$ cat config.mk
export PLATFORM = sky130hd
export DESIGN_NAME = biphasic_pulse_generator_top_flat
export DESIGN_NICKNAME = d
export VERILOG_FILES = /design/src/hdl/bpg_pkg.sv /design/src/hdl/bpg_if.sv /design/src/hdl/biphasic_pulse_generator_top.sv /design/src/flat_wrapper.sv
export SDC_FILE = /design/constraint.sdc
export NUM_CORES = 1
export LEC_CHECK = 0
export BUFFER_PORTS_ARGS = -buffer_cell sky130_fd_sc_hd__clkbuf_2
export CORE_MARGIN = 8
export CORE_UTILIZATION = 38
export DETAILED_ROUTE_END_ITERATION = 7
export GPL_ROUTABILITY_DRIVEN = 0
export GPL_TIMING_DRIVEN = 0
export PLACE_DENSITY = 0.63
export REMOVE_ABC_BUFFERS = 1
export SLEW_MARGIN = 10
export SYNTH_ARGS = -nofsm -noshare
export SYNTH_HDL_FRONTEND = slang
export SYNTH_SLANG_ARGS = --single-unit
$ cat constraint.sdc
create_clock -name clk -period 10.48 [get_ports clk]
set_clock_uncertainty 0.2 [all_clocks]
set_input_delay 2.62 -clock clk [delete_from_list [all_inputs] [get_ports clk]]
set_output_delay 2.62 -clock clk [all_outputs]
set_load 0.03 [all_outputs]
$ cat src/hdl/bpg_pkg.sv
// Package for the biphasic pulse generator: widths, reset values, default bounds,
// register and phase codes. No dependencies.
package bpg_pkg;

  // Field widths
  localparam int FREQ_W  = 10;
  localparam int WIDTH_W = 16;
  localparam int AMP_W   = 11;
  localparam int GAP_W   = 10;
  localparam int DUTY_W  = 10;
  localparam int POS_W   = 20;
  localparam int PHASE_W = 2;

  // Default safe bounds
  localparam int unsigned FREQ_MIN_HZ_DEF  = 1;
  localparam int unsigned FREQ_MAX_HZ_DEF  = 200;
  localparam int unsigned WIDTH_MIN_US_DEF = 50;
  localparam int unsigned WIDTH_MAX_US_DEF = 500;
  localparam int unsigned AMP_MIN_Q10_DEF  = 0;
  localparam int unsigned AMP_MAX_Q10_DEF  = 1024;

  // Register reset values
  localparam logic [FREQ_W-1:0]  FREQ_RST  = 10'd100;
  localparam logic [WIDTH_W-1:0] WIDTH_RST = 16'd100;
  localparam logic [AMP_W-1:0]   AMP_RST   = 11'd512;
  localparam logic [GAP_W-1:0]   GAP_RST   = 10'd50;

  // Microseconds per second, dividend of the period division
  localparam logic [POS_W-1:0] US_PER_S  = 20'd1000000;
  localparam int               DIV_STEPS = POS_W;

  // Register indexes
  localparam int REG_IDX_W = 3;
  localparam logic [REG_IDX_W-1:0] REG_FREQ  = 3'd0;
  localparam logic [REG_IDX_W-1:0] REG_WIDTH = 3'd1;
  localparam logic [REG_IDX_W-1:0] REG_AMP   = 3'd2;
  localparam logic [REG_IDX_W-1:0] REG_BIPH  = 3'd3;
  localparam logic [REG_IDX_W-1:0] REG_EN    = 3'd4;
  localparam logic [REG_IDX_W-1:0] REG_GAP   = 3'd5;
  localparam int PADDR_W = REG_IDX_W + 2;

  // Phase codes
  localparam logic [PHASE_W-1:0] PH_POS  = 2'd0;
  localparam logic [PHASE_W-1:0] PH_GAP  = 2'd1;
  localparam logic [PHASE_W-1:0] PH_NEG  = 2'd2;
  localparam logic [PHASE_W-1:0] PH_REST = 2'd3;

  typedef logic [PHASE_W-1:0] phase_t;

endpackage

$ cat src/hdl/bpg_if.sv
// Valid/ready channel interfaces for the tick input and the drive result.
// Depends on bpg_pkg.
interface bpg_in_if import bpg_pkg::*; ();
  logic valid;
  logic ready;
  logic advance;

  modport source (output valid, output advance, input ready);
  modport sink   (input valid, input advance, output ready);
endinterface

interface bpg_out_if import bpg_pkg::*; ();
  logic              valid;
  logic              ready;
  logic [DUTY_W-1:0] drive_duty;
  logic              polarity_positive;
  phase_t            phase;
  logic              period_start;

  modport source (output valid, output drive_duty, output polarity_positive,
                  output phase, output period_start, input ready);
  modport sink   (input valid, input drive_duty, input polarity_positive,
                  input phase, input period_start, output ready);
endinterface

$ cat src/hdl/biphasic_pulse_generator_top.sv
// Biphasic stimulation pulse generator. Each transfer on in_ch is one microsecond
// tick (advance=1) or a status query (advance=0); each produces one transfer on
// out_ch with the drive duty, polarity, phase and period-start flag for the current
// position. Ticks are taken one per cycle and go through a single result register,
// so the block sustains one transfer per clock while out_ch keeps up and the divider
// is idle. After reset and after every register write the period is recomputed as
// 1000000 / frequency by a restoring divider that retires one quotient bit per cycle:
// in_ch.ready stays low while it runs after a write (load, 20 divider steps, final
// compare against the pulse train) and after reset, where the load falls in the last
// reset cycle. in_ch.ready is also low during the access cycle of an APB write.
// Depends on bpg_pkg and bpg_if.
module biphasic_pulse_generator_top
  import bpg_pkg::*;
#(
  parameter int unsigned FREQ_MIN_HZ  = FREQ_MIN_HZ_DEF,
  parameter int unsigned FREQ_MAX_HZ  = FREQ_MAX_HZ_DEF,
  parameter int unsigned WIDTH_MIN_US = WIDTH_MIN_US_DEF,
  parameter int unsigned WIDTH_MAX_US = WIDTH_MAX_US_DEF,
  parameter int unsigned AMP_MIN_Q10  = AMP_MIN_Q10_DEF,
  parameter int unsigned AMP_MAX_Q10  = AMP_MAX_Q10_DEF
) (
  input  logic               clk,
  input  logic               rst_n,
  bpg_in_if.sink             in_ch,
  bpg_out_if.source          out_ch,
  input  logic               psel,
  input  logic               penable,
  input  logic               pwrite,
  input  logic [PADDR_W-1:0] paddr,
  input  logic [31:0]        pwdata,
  output logic [31:0]        prdata,
  output logic               pready
);

  localparam logic [FREQ_W-1:0]  FMIN = FREQ_MIN_HZ[FREQ_W-1:0];
  localparam logic [FREQ_W-1:0]  FMAX = FREQ_MAX_HZ[FREQ_W-1:0];
  localparam logic [WIDTH_W-1:0] WMIN = WIDTH_MIN_US[WIDTH_W-1:0];
  localparam logic [WIDTH_W-1:0] WMAX = WIDTH_MAX_US[WIDTH_W-1:0];
  localparam logic [AMP_W-1:0]   AMIN = AMP_MIN_Q10[AMP_W-1:0];
  localparam logic [AMP_W-1:0]   AMAX = AMP_MAX_Q10[AMP_W-1:0];
  localparam int CNT_W = $clog2(DIV_STEPS + 1);
  localparam logic [CNT_W-1:0] CNT_LOAD = CNT_W'(DIV_STEPS);

  // ---------------------------------------------------------------------------
  // Configuration registers
  // ---------------------------------------------------------------------------
  logic [FREQ_W-1:0]    freq_r;
  logic [WIDTH_W-1:0]   width_in_r;
  logic [AMP_W-1:0]     amp_r;
  logic                 biph_r;
  logic                 en_r;
  logic [GAP_W-1:0]     gap_r;
  logic                 wr_en;
  logic [REG_IDX_W-1:0] wr_idx;

  assign pready = 1'b1;
  assign wr_en  = psel & penable & pwrite & pready;
  assign wr_idx = paddr[PADDR_W-1:2];

  always_ff @(posedge clk) begin
    if (!rst_n) begin
      freq_r     <= FREQ_RST;
      width_in_r <= WIDTH_RST;
      amp_r      <= AMP_RST;
      biph_r     <= 1'b1;
      en_r       <= 1'b1;
      gap_r      <= GAP_RST;
    end else if (wr_en) begin
      unique case (wr_idx)
        REG_FREQ:  freq_r     <= pwdata[FREQ_W-1:0];
        REG_WIDTH: width_in_r <= pwdata[WIDTH_W-1:0];
        REG_AMP:   amp_r      <= pwdata[AMP_W-1:0];
        REG_BIPH:  biph_r     <= pwdata[0];
        REG_EN:    en_r       <= pwdata[0];
        REG_GAP:   gap_r      <= pwdata[GAP_W-1:0];
        default: ;  // unmapped index: drop the write
      endcase
    end
  end

  always_comb begin
    unique case (wr_idx)
      REG_FREQ:  prdata = 32'(freq_r);
      REG_WIDTH: prdata = 32'(width_in_r);
      REG_AMP:   prdata = 32'(amp_r);
      REG_BIPH:  prdata = 32'(biph_r);
      REG_EN:    prdata = 32'(en_r);
      REG_GAP:   prdata = 32'(gap_r);
      default:   prdata = '0;
    endcase
  end

  // ---------------------------------------------------------------------------
  // Clamp the settings: raise to the minimum first, then lower to the maximum
  // ---------------------------------------------------------------------------
  logic [FREQ_W-1:0]  freq_lo, freq_c;
  logic [WIDTH_W-1:0] width_lo, width_c;
  logic [AMP_W-1:0]   amp_lo, amp_c;
  logic [17:0]        train_len;
  logic [16:0]        gap_end;
  logic [17:0]        neg_end;

  always_comb begin
    freq_lo  = (freq_r < FMIN) ? FMIN : freq_r;
    freq_c   = (freq_lo > FMAX) ? FMAX : freq_lo;
    if (freq_c == '0) begin
      freq_c = FREQ_W'(1);  // zero frequency runs as 1 Hz
    end
    width_lo = (width_in_r < WMIN) ? WMIN : width_in_r;
    width_c  = (width_lo > WMAX) ? WMAX : width_lo;
    amp_lo   = (amp_r < AMIN) ? AMIN : amp_r;
    amp_c    = (amp_lo > AMAX) ? AMAX : amp_lo;
    gap_end  = 17'(width_c) + 17'(gap_r);
    neg_end  = 18'(gap_end) + 18'(width_c);
    train_len = biph_r ? neg_end : 18'(width_c);
  end

  // ---------------------------------------------------------------------------
  // Period derivation: restoring divider, one quotient bit per cycle
  // ---------------------------------------------------------------------------
  logic             start_r;   // load the divider next cycle
  logic [CNT_W-1:0] cnt_r;     // divider steps left
  logic             fin_r;     // last cycle: compare quotient with the train
  logic [POS_W-1:0] quo_r;     // dividend bits shift out, quotient bits shift in
  logic [FREQ_W-1:0] rem_r;
  logic [FREQ_W-1:0] dvs_r;
  logic [FREQ_W:0]  trial;
  logic             trial_ge;
  logic [FREQ_W:0]  trial_sub;
  logic             busy;

  assign trial     = {rem_r, quo_r[POS_W-1]};
  assign trial_ge  = trial >= {1'b0, dvs_r};
  assign trial_sub = trial - {1'b0, dvs_r};
  assign busy      = start_r | (cnt_r != '0) | fin_r;

  always_ff @(posedge clk) begin
    if (!rst_n) begin
      start_r <= 1'b1;
      cnt_r   <= '0;
      fin_r   <= 1'b0;
    end else begin
      start_r <= wr_en;
      fin_r   <= !wr_en && !start_r && (cnt_r == CNT_W'(1));
      if (start_r) begin
        cnt_r <= CNT_LOAD;
      end else if (cnt_r != '0) begin
        cnt_r <= cnt_r - CNT_W'(1);
      end
    end
  end

  always_ff @(posedge clk) begin
    if (start_r) begin
      quo_r <= US_PER_S;
      rem_r <= '0;
      dvs_r <= freq_c;
    end else if (cnt_r != '0) begin
      quo_r <= {quo_r[POS_W-2:0], trial_ge};
      rem_r <= trial_ge ? trial_sub[FREQ_W-1:0] : trial[FREQ_W-1:0];
    end
  end

  // Derived per-period values, latched on the final derivation cycle
  logic [POS_W-1:0]   period_r;
  logic [WIDTH_W-1:0] pos_end_r;
  logic [16:0]        gap_end_r;
  logic [17:0]        neg_end_r;
  logic [DUTY_W-1:0]  duty_r;
  logic [POS_W-1:0]   period_nxt;
  logic [20:0]        amp_prod;

  assign amp_prod = 21'(amp_c) * 21'd1023;

  always_comb begin
    period_nxt = (quo_r < POS_W'(train_len)) ? POS_W'(train_len) : quo_r;
    if (period_nxt == '0) begin
      period_nxt = POS_W'(1);
    end
  end

  always_ff @(posedge clk) begin
    if (fin_r) begin
      period_r  <= period_nxt;
      pos_end_r <= width_c;
      gap_end_r <= gap_end;
      neg_end_r <= neg_end;
      duty_r    <= amp_prod[AMP_W+DUTY_W-2:AMP_W-1];
    end
  end

  // ---------------------------------------------------------------------------
  // Tick step: position counter, phase decode, result register
  // ---------------------------------------------------------------------------
  logic             in_fire;
  logic             out_valid_r;
  logic [POS_W-1:0] pos_r, pos_nxt, pos_cur, pos_inc;
  phase_t           ph;
  logic [DUTY_W-1:0] duty_nxt;

  assign in_ch.ready = !busy && !wr_en && (!out_valid_r || out_ch.ready);
  assign in_fire     = in_ch.valid & in_ch.ready;

  always_comb begin
    // A write may have shortened the period: restart from position 0
    pos_cur = (pos_r >= period_r) ? '0 : pos_r;
    pos_inc = pos_cur + POS_W'(1);
    priority if (POS_W'(pos_end_r) > pos_cur) begin
      ph = PH_POS;
    end else if (biph_r && (POS_W'(gap_end_r) > pos_cur)) begin
      ph = PH_GAP;
    end else if (biph_r && (POS_W'(neg_end_r) > pos_cur)) begin
      ph = PH_NEG;
    end else begin
      ph = PH_REST;
    end
    duty_nxt = ((ph == PH_POS) || (ph == PH_NEG)) ? duty_r : '0;
    priority if (!en_r) begin
      pos_nxt = '0;
    end else if (in_ch.advance) begin
      pos_nxt = (pos_inc >= period_r) ? '0 : pos_inc;
    end else begin
      pos_nxt = pos_cur;
    end
  end

  always_ff @(posedge clk) begin
    if (!rst_n) begin
      pos_r       <= '0;
      out_valid_r <= 1'b0;
    end else begin
      if (in_fire) begin
        pos_r <= pos_nxt;
      end
      if (in_fire) begin
        out_valid_r <= 1'b1;
      end else if (out_ch.ready) begin
        out_valid_r <= 1'b0;
      end
    end
  end

  logic [DUTY_W-1:0] duty_out_r;
  logic              pol_out_r;
  phase_t            phase_out_r;
  logic              pstart_out_r;

  always_ff @(posedge clk) begin
    if (in_fire) begin
      if (en_r) begin
        duty_out_r   <= duty_nxt;
        pol_out_r    <= (ph != PH_NEG);
        phase_out_r  <= ph;
        pstart_out_r <= (pos_cur == '0);
      end else begin
        // Disabled: hold the output stage idle
        duty_out_r   <= '0;
        pol_out_r    <= 1'b1;
        phase_out_r  <= PH_REST;
        pstart_out_r <= 1'b0;
      end
    end
  end

  assign out_ch.valid             = out_valid_r;
  assign out_ch.drive_duty        = duty_out_r;
  assign out_ch.polarity_positive = pol_out_r;
  assign out_ch.phase             = phase_out_r;
  assign out_ch.period_start      = pstart_out_r;

  // ---------------------------------------------------------------------------
  // Assertions
  // ---------------------------------------------------------------------------
  a_wr_restarts: assert property (@(posedge clk) disable iff (!rst_n)
    wr_en |=> start_r && !in_ch.ready)
    else $error("register write did not restart the period derivation");

  a_pos_in_period: assert property (@(posedge clk) disable iff (!rst_n)
    in_fire |=> pos_r < period_r)
    else $error("position left the period after a tick");

  a_fire_to_out: assert property (@(posedge clk) disable iff (!rst_n)
    in_fire |=> out_valid_r)
    else $error("accepted tick produced no result");

  a_neg_polarity: assert property (@(posedge clk) disable iff (!rst_n)
    out_valid_r |-> ((phase_out_r == PH_NEG) == !pol_out_r))
    else $error("polarity disagrees with phase");

  a_duty_in_pulse: assert property (@(posedge clk) disable iff (!rst_n)
    (out_valid_r && (duty_out_r != '0)) |-> (phase_out_r == PH_POS || phase_out_r == PH_NEG))
    else $error("drive active outside a pulse phase");

endmodule

$ cat src/flat_wrapper.sv
// flat-port wrapper written by rule: the top's interface ports become plain ports
module biphasic_pulse_generator_top_flat import bpg_pkg::*;
#(
  parameter int unsigned FREQ_MIN_HZ  = FREQ_MIN_HZ_DEF,
  parameter int unsigned FREQ_MAX_HZ  = FREQ_MAX_HZ_DEF,
  parameter int unsigned WIDTH_MIN_US = WIDTH_MIN_US_DEF,
  parameter int unsigned WIDTH_MAX_US = WIDTH_MAX_US_DEF,
  parameter int unsigned AMP_MIN_Q10  = AMP_MIN_Q10_DEF,
  parameter int unsigned AMP_MAX_Q10  = AMP_MAX_Q10_DEF
)
  (clk, rst_n, psel, penable, pwrite, paddr, pwdata, prdata, pready, in_ch_valid, in_ch_advance, in_ch_ready, out_ch_valid, out_ch_drive_duty, out_ch_polarity_positive, out_ch_phase, out_ch_period_start, out_ch_ready);
  bpg_in_if in_ch_i ();
  bpg_out_if out_ch_i ();
  input  logic clk;
  input  logic rst_n;
  input  logic psel;
  input  logic penable;
  input  logic pwrite;
  input  logic [PADDR_W-1:0] paddr;
  input  logic [31:0] pwdata;
  output logic [31:0] prdata;
  output logic pready;
  input wire logic [$bits(in_ch_i.valid)-1:0] in_ch_valid;
  input wire logic [$bits(in_ch_i.advance)-1:0] in_ch_advance;
  output wire logic [$bits(in_ch_i.ready)-1:0] in_ch_ready;
  output wire logic [$bits(out_ch_i.valid)-1:0] out_ch_valid;
  output wire logic [$bits(out_ch_i.drive_duty)-1:0] out_ch_drive_duty;
  output wire logic [$bits(out_ch_i.polarity_positive)-1:0] out_ch_polarity_positive;
  output wire logic [$bits(out_ch_i.phase)-1:0] out_ch_phase;
  output wire logic [$bits(out_ch_i.period_start)-1:0] out_ch_period_start;
  input wire logic [$bits(out_ch_i.ready)-1:0] out_ch_ready;
  assign in_ch_i.valid = in_ch_valid;
  assign in_ch_i.advance = in_ch_advance;
  assign in_ch_ready = in_ch_i.ready;
  assign out_ch_valid = out_ch_i.valid;
  assign out_ch_drive_duty = out_ch_i.drive_duty;
  assign out_ch_polarity_positive = out_ch_i.polarity_positive;
  assign out_ch_phase = out_ch_i.phase;
  assign out_ch_period_start = out_ch_i.period_start;
  assign out_ch_i.ready = out_ch_ready;
  biphasic_pulse_generator_top #(.FREQ_MIN_HZ(FREQ_MIN_HZ), .FREQ_MAX_HZ(FREQ_MAX_HZ), .WIDTH_MIN_US(WIDTH_MIN_US), .WIDTH_MAX_US(WIDTH_MAX_US), .AMP_MIN_Q10(AMP_MIN_Q10), .AMP_MAX_Q10(AMP_MAX_Q10)) u_core (.clk(clk), .rst_n(rst_n), .in_ch(in_ch_i), .out_ch(out_ch_i), .psel(psel), .penable(penable), .pwrite(pwrite), .paddr(paddr), .pwdata(pwdata), .prdata(prdata), .pready(pready));
endmodule
==> Word-level counts from Yosys, hierarchy flattened <==
Index checks and enable logic that the tools add are counted.
{ "op_classes": {"addsub": 5, "multipliers": 1, "n_lt_le_gt_ge": 13, "n_eq_ne": 8, "muxes": 21, "bitwise": 6, "n_reduce_logical": 28} }
{ "ops": {"columns": ["cell", "count"], "rows": [
  ["two-way mux 20 bit", 5],
  ["case mux 16 bit (6 select lines)", 1],
  [">= comparator 20 bit", 2],
  ["logical NOT 20 bit", 2],
  ["two-way mux 16 bit", 2],
  ["two-way mux 10 bit", 3],
  ["two-way mux 11 bit", 2],
  ["adder 20 x 1 -> 20 bit, second input constant", 1],
  ["> comparator 16 x 20 -> 1 bit", 1],
  ["> comparator 17 x 20 -> 1 bit", 1],
  ["> comparator 18 x 20 -> 1 bit", 1],
  ["less-than comparator 20 x 18 -> 1 bit", 1],
  ["multiplier 11 x 10 -> 20 bit, second input constant", 1],
  ["adder 17 x 16 -> 18 bit", 1],
  ["two-way mux 18 bit", 1],
  ["adder 16 x 10 -> 17 bit", 1],
  ["> comparator 16 x 9 -> 1 bit, second input constant", 1],
  ["less-than comparator 16 x 6 -> 1 bit, second input constant", 1],
  ["AND reduction 2 bit", 7],
  [">= comparator 11 x 10 -> 1 bit", 1],
  ["> comparator 11 bit, second input constant", 1],
  ["less-than comparator 11 x 1 -> 1 bit, second input constant", 1],
  ["> comparator 10 x 8 -> 1 bit, second input constant", 1],
  ["logical NOT 10 bit", 1],
  ["23 further kinds", 42]
]} }
{ "totals": {"register_bits": 212, "out_inout_bits": 49, "elab_cells": 106} }

==> Longest topological paths before layout <==
{ "depth": {"word_depth": 10, "depth_mapped": 34} }

==> Worst setup path after synthesis <==
Ideal clock, no wire load.
{ "synth_path": {"path_type": "in2out", "startpoint": "input port paddr[2]", "endpoint": "output port prdata[1]", "t_arrival_ns": 4.269, "slack_ns": 3.391, "path_stages": 6, "n_path_buf": 2, "path_cell_list": "clkbuf_1 buf_1 mux2i_1 nor2_1 a21oi_1 o21ai_0"} }
{ "synth_between": {"elab_chain_len": 2} }
{ "synth_lines": {"columns": ["element", "line_no", "text"], "rows": [
  ["start: declaration", "flat_wrapper.sv:19", "input logic [PADDR_W-1:0] paddr;"],
  ["== test 3 bit (tied with other cells)", "biphasic_pulse_generator_top.sv:82", "unique case (wr_idx)"],
  ["case mux 16 bit (6 select lines) *", "biphasic_pulse_generator_top.sv:82", null],
  ["end: declaration", "flat_wrapper.sv:21", "output logic [31:0] prdata;"]
]} }
Every way passes the cells marked *; elsewhere a longest branch is shown, timed or not.

==> Final worst setup path <==
{ "layout_path": {"startpoint": "register u_core.width_in_r[11]", "endpoint": "register u_core.period_r[0] (data pin)"} }
{ "layout_between": {"elab_chain_len": 10} }
{ "layout_lines": {"columns": ["element", "line_no", "text"], "rows": [
  ["start: declaration", "biphasic_pulse_generator_top.sv:48", "logic [WIDTH_W-1:0] width_in_r;"],
  ["start signal: assignment", "biphasic_pulse_generator_top.sv:71", "REG_WIDTH: width_in_r <= pwdata[WIDTH_W-1:0];"],
  ["less-than comparator 16 x 6 -> 1 bit", "biphasic_pulse_generator_top.sv:109", "width_lo = (width_in_r < WMIN) ? WMIN : width_in_r;"],
  ["two-way mux 16 bit *", "biphasic_pulse_generator_top.sv:109", null],
  ["> comparator 16 x 9 -> 1 bit", "biphasic_pulse_generator_top.sv:110", "width_c = (width_lo > WMAX) ? WMAX : width_lo;"],
  ["two-way mux 16 bit *", "biphasic_pulse_generator_top.sv:110", null],
  ["named net u_core.width_c[0]", "biphasic_pulse_generator_top.sv:97", "logic [WIDTH_W-1:0] width_lo, width_c;"],
  ["adder 16 x 10 -> 17 bit *", "biphasic_pulse_generator_top.sv:113", "gap_end = 17'(width_c) + 17'(gap_r);"],
  ["named net u_core.gap_end[4]", "biphasic_pulse_generator_top.sv:100", "logic [16:0] gap_end;"],
  ["adder 17 x 16 -> 18 bit *", "biphasic_pulse_generator_top.sv:114", "neg_end = 18'(gap_end) + 18'(width_c);"],
  ["named net u_core.neg_end[11]", "biphasic_pulse_generator_top.sv:101", "logic [17:0] neg_end;"],
  ["two-way mux 18 bit *", "biphasic_pulse_generator_top.sv:115", "train_len = biph_r ? neg_end : 18'(width_c);"],
  ["less-than comparator 20 x 18 -> 1 bit", "biphasic_pulse_generator_top.sv:176", "period_nxt = (quo_r < POS_W'(train_len)) ? POS_W'(train_len) : quo_r;"],
  ["two-way mux 20 bit *", "biphasic_pulse_generator_top.sv:176", null],
  ["logical NOT 20 bit", "biphasic_pulse_generator_top.sv:177", "if (period_nxt == '0) begin"],
  ["end signal: assignment", "biphasic_pulse_generator_top.sv:184", "period_r <= period_nxt;"],
  ["end: declaration", "biphasic_pulse_generator_top.sv:165", "logic [POS_W-1:0] period_r;"]
]} }
Mark *: on every way through the listed nets, which the timed path passes. The rest lies on a longest branch.
A chain may end at the register's enable or synchronous reset.

==> run summary <==
Ant diodes: 0
Clock sink count: 212
Most common cell in the synthesized netlist: nand2_1
Post-route ant nets: 0
Relative slew margins: 20.3%
Reg2Reg Setup Slack: 2.25 ns
DR WL met3: 1770 µm
Crit. End Element: flip-flop
H-tree levels: 1
Startpoint Class: flip-flop
Sequential share of the synthesized area: 34.3%
Clock slew at reported path FFs: 0.06 ns
Vias in the first global route: 11700
Clock latency on the worst-skew pair: 0.55 ns
Die X: 217 µm
Chip height: 217 µm
Post-synth EDFFs: 105
Flops & latches, synth: 212
Met2 WL: 17400 µm
Most common library cells after synthesis: nand2_1, ha_1, inv_1
Inserted Clock Buffers: 25
Die footprint: 47300 µm²
Via count: 11900
Starting Density: 38.1%
Final period util: 78.5%
Port bufs: 58
Clk buf depth: 3
Nets: 2026
Drt first pass iters: 7
Io pins: 94
Mapped Area: 15400 µm²
Non-Filler Instances: 2285
Placement row count: 74
Kind of critical path: flip-flop to flip-flop
Share of post-route cells with drive strength above 1: 7.36%
Area growth syn-to-layout: 11.2%
M1 WL: 17600 µm
Reg2reg end: u_core.period_r[0]
Total power draw: 2.20 mW
First-pass GRT wire length: 60800 µm
Number of setup buffers added after CTS: 0
Synth Flop Type: dfxtp_1
RSZ-0062 raised after global routing: no
WP data required: 10.65 ns
Inst Count DP: 2239
Fin area: 17200 µm²
Min cycle time layout: 8.23 ns
Mapped Cells: 1683
Hold Crit Start: u_core.width_in_r[12]
Hpwl dp: 29000 µm
Root Buffer: clkbuf_16
CTS tree: yes
Peak supply drop: 0.000121 V
RR Startpoint: u_core.width_in_r[11]
Status: finished, final reports clean
Worst path slowest cell: nand3_2
Synth unique cells: 76
WHS Endpoint: u_core.width_in_r[12]
Worst Path Max Fanout: 38
Top cell type's share of synthesized area: 20.4%
Worst hold-check path type: flip-flop to flip-flop
Crit path largest cell delay: 0.62 ns
Crit path DAT: 8.40 ns
MaxCap Viol Count: 0
Iter 0 DRT Violations: 754
DP Area: 16200 µm²
CTS resizes: 0
Hold_buf cts: 0
P per Cell Area: 128 nW/µm²
Max Fclk: 122 MHz
Core area: 40500 µm²
Wire length per cell: 16.5 µm
Max-slew violations: 0
Final Hold Violating Endpoints: 0
Slew @ Worst Pin: 1.20 ns
R2R depth: 27
Initial antenna violation count: 0
Post-DR vias/cell: 5.20
GRT Resource Usage Total: 15.6%
WHS Path Cells: 2
Syn avg cell area: 9.16 µm²
Total gr overflow: 0
Highest metal used: met4
P_leak: 7.52 nW
Routed Wire Length: 37700 µm
Largest net degree at the start of global routing: 66
DRC viols: 0
Yosys warns: 0
Total negative slack: 0 ns
Leading post-synthesis cells by cell area: edfxtp_1, ha_1, dfxtp_1, fa_1, nand2_1
Synth area leader: edfxtp_1
Setup violators final: 0
Ys async rst share: 0%
## routing by layer
| layer | GRT usage, % | vias up |
|---|---|---|
| met3 | 2.15 | 57 |
| met5 | 0 | - |
| met1 | 20.9 | 5593 |
| met4 | 4.58 | 0 |
| met2 | 25.8 | 279 |
| li1 | - | 5963 |
## worst max-delay path: cells and delay by family (launching register included)
family,cells,cell delay (ns)
simple gates,14,4.06
compound gates,6,1.63
fa+ha+maj,4,1.31
xor+xnor,2,0.46
flops,1,0.32
buf+inv,1,0.06
## layout make-up
cell class                 count  area, µm²
clock buffer                  33        718
clock inverter                13        186
fill                        3906      23300
inverter                     145        544
multi-input combinational   1289       9400
sequential                   212       5300
tap                          532        666
timing repair buffer          61        337
## metrics by stage
step / hold WS, ns / worst slack (ns) / util (%)
2_1_floorplan: 0.249 / 3.49 / -
3_3_place_gp: 0.268 / 1.32 / 40.0
3_5_place_dp: 0.276 / 1.93 / 40.1
4_1_cts: 0.286 / 1.90 / 42.4
5_1_grt: 0.319 / 1.48 / 42.4
6_report: 0.283 / 2.25 / 42.4
## sequential cells by signal (all words and copies together) (netlist names), 11 cells and up
signal             cells
u_core.pos_r          20
u_core.pos_end_r      16
u_core.width_in_r     16
u_core.amp_r          11
u_core.gap_end_r      17
u_core.neg_end_r      18
u_core.quo_r          20
u_core.period_r       20
## cell families after synthesis
group,count (synthesis),synth area share [%]
mux,27,1.78
other cells,2,0.0487
simple gates,557,17.2
compound gates,356,14.9
xor+xnor,58,3.29
fa+ha+maj,247,22.6
flops,212,34.3
buf+inv,224,5.88
## worst max-delay path by stage
stage / end / startpoint / slack (ns) / depth (start not counted)
floorplan: u_core.period_r[0] / u_core.width_in_r[11] / 3.49 / 27
global route: u_core.period_r[0] / u_core.width_in_r[11] / 1.48 / 27
global placement: u_core.pos_r[8] / u_core.pos_r[0] / 1.32 / 25
CTS: u_core.period_r[0] / u_core.width_in_r[11] / 1.90 / 27
detailed placement: u_core.period_r[0] / u_core.width_in_r[11] / 1.93 / 27
finish: u_core.period_r[0] / u_core.width_in_r[11] / 2.25 / 27
## power by group
part	switching [mW]	internal, mW
combinational	0.206	0.127
sequential	0.0259	0.900
clock	0.360	0.584
## placed cells by master (no fill, tap or decap), drive strengths merged, types with 27 or more instances in the layout
master,netlist,layout
nand2,242,242
a21o,33,33
nor2,93,93
edfxtp,105,105
nand3,38,38
nor2b,27,27
ha,194,194
o21ai,83,83
a21oi,81,81
clkbuf,57,91
conb,2,44
dfxtp,107,107
fa,53,53
a21boi,41,41
inv,143,144
xnor2,46,46
(Power assumes the default switching activity.)
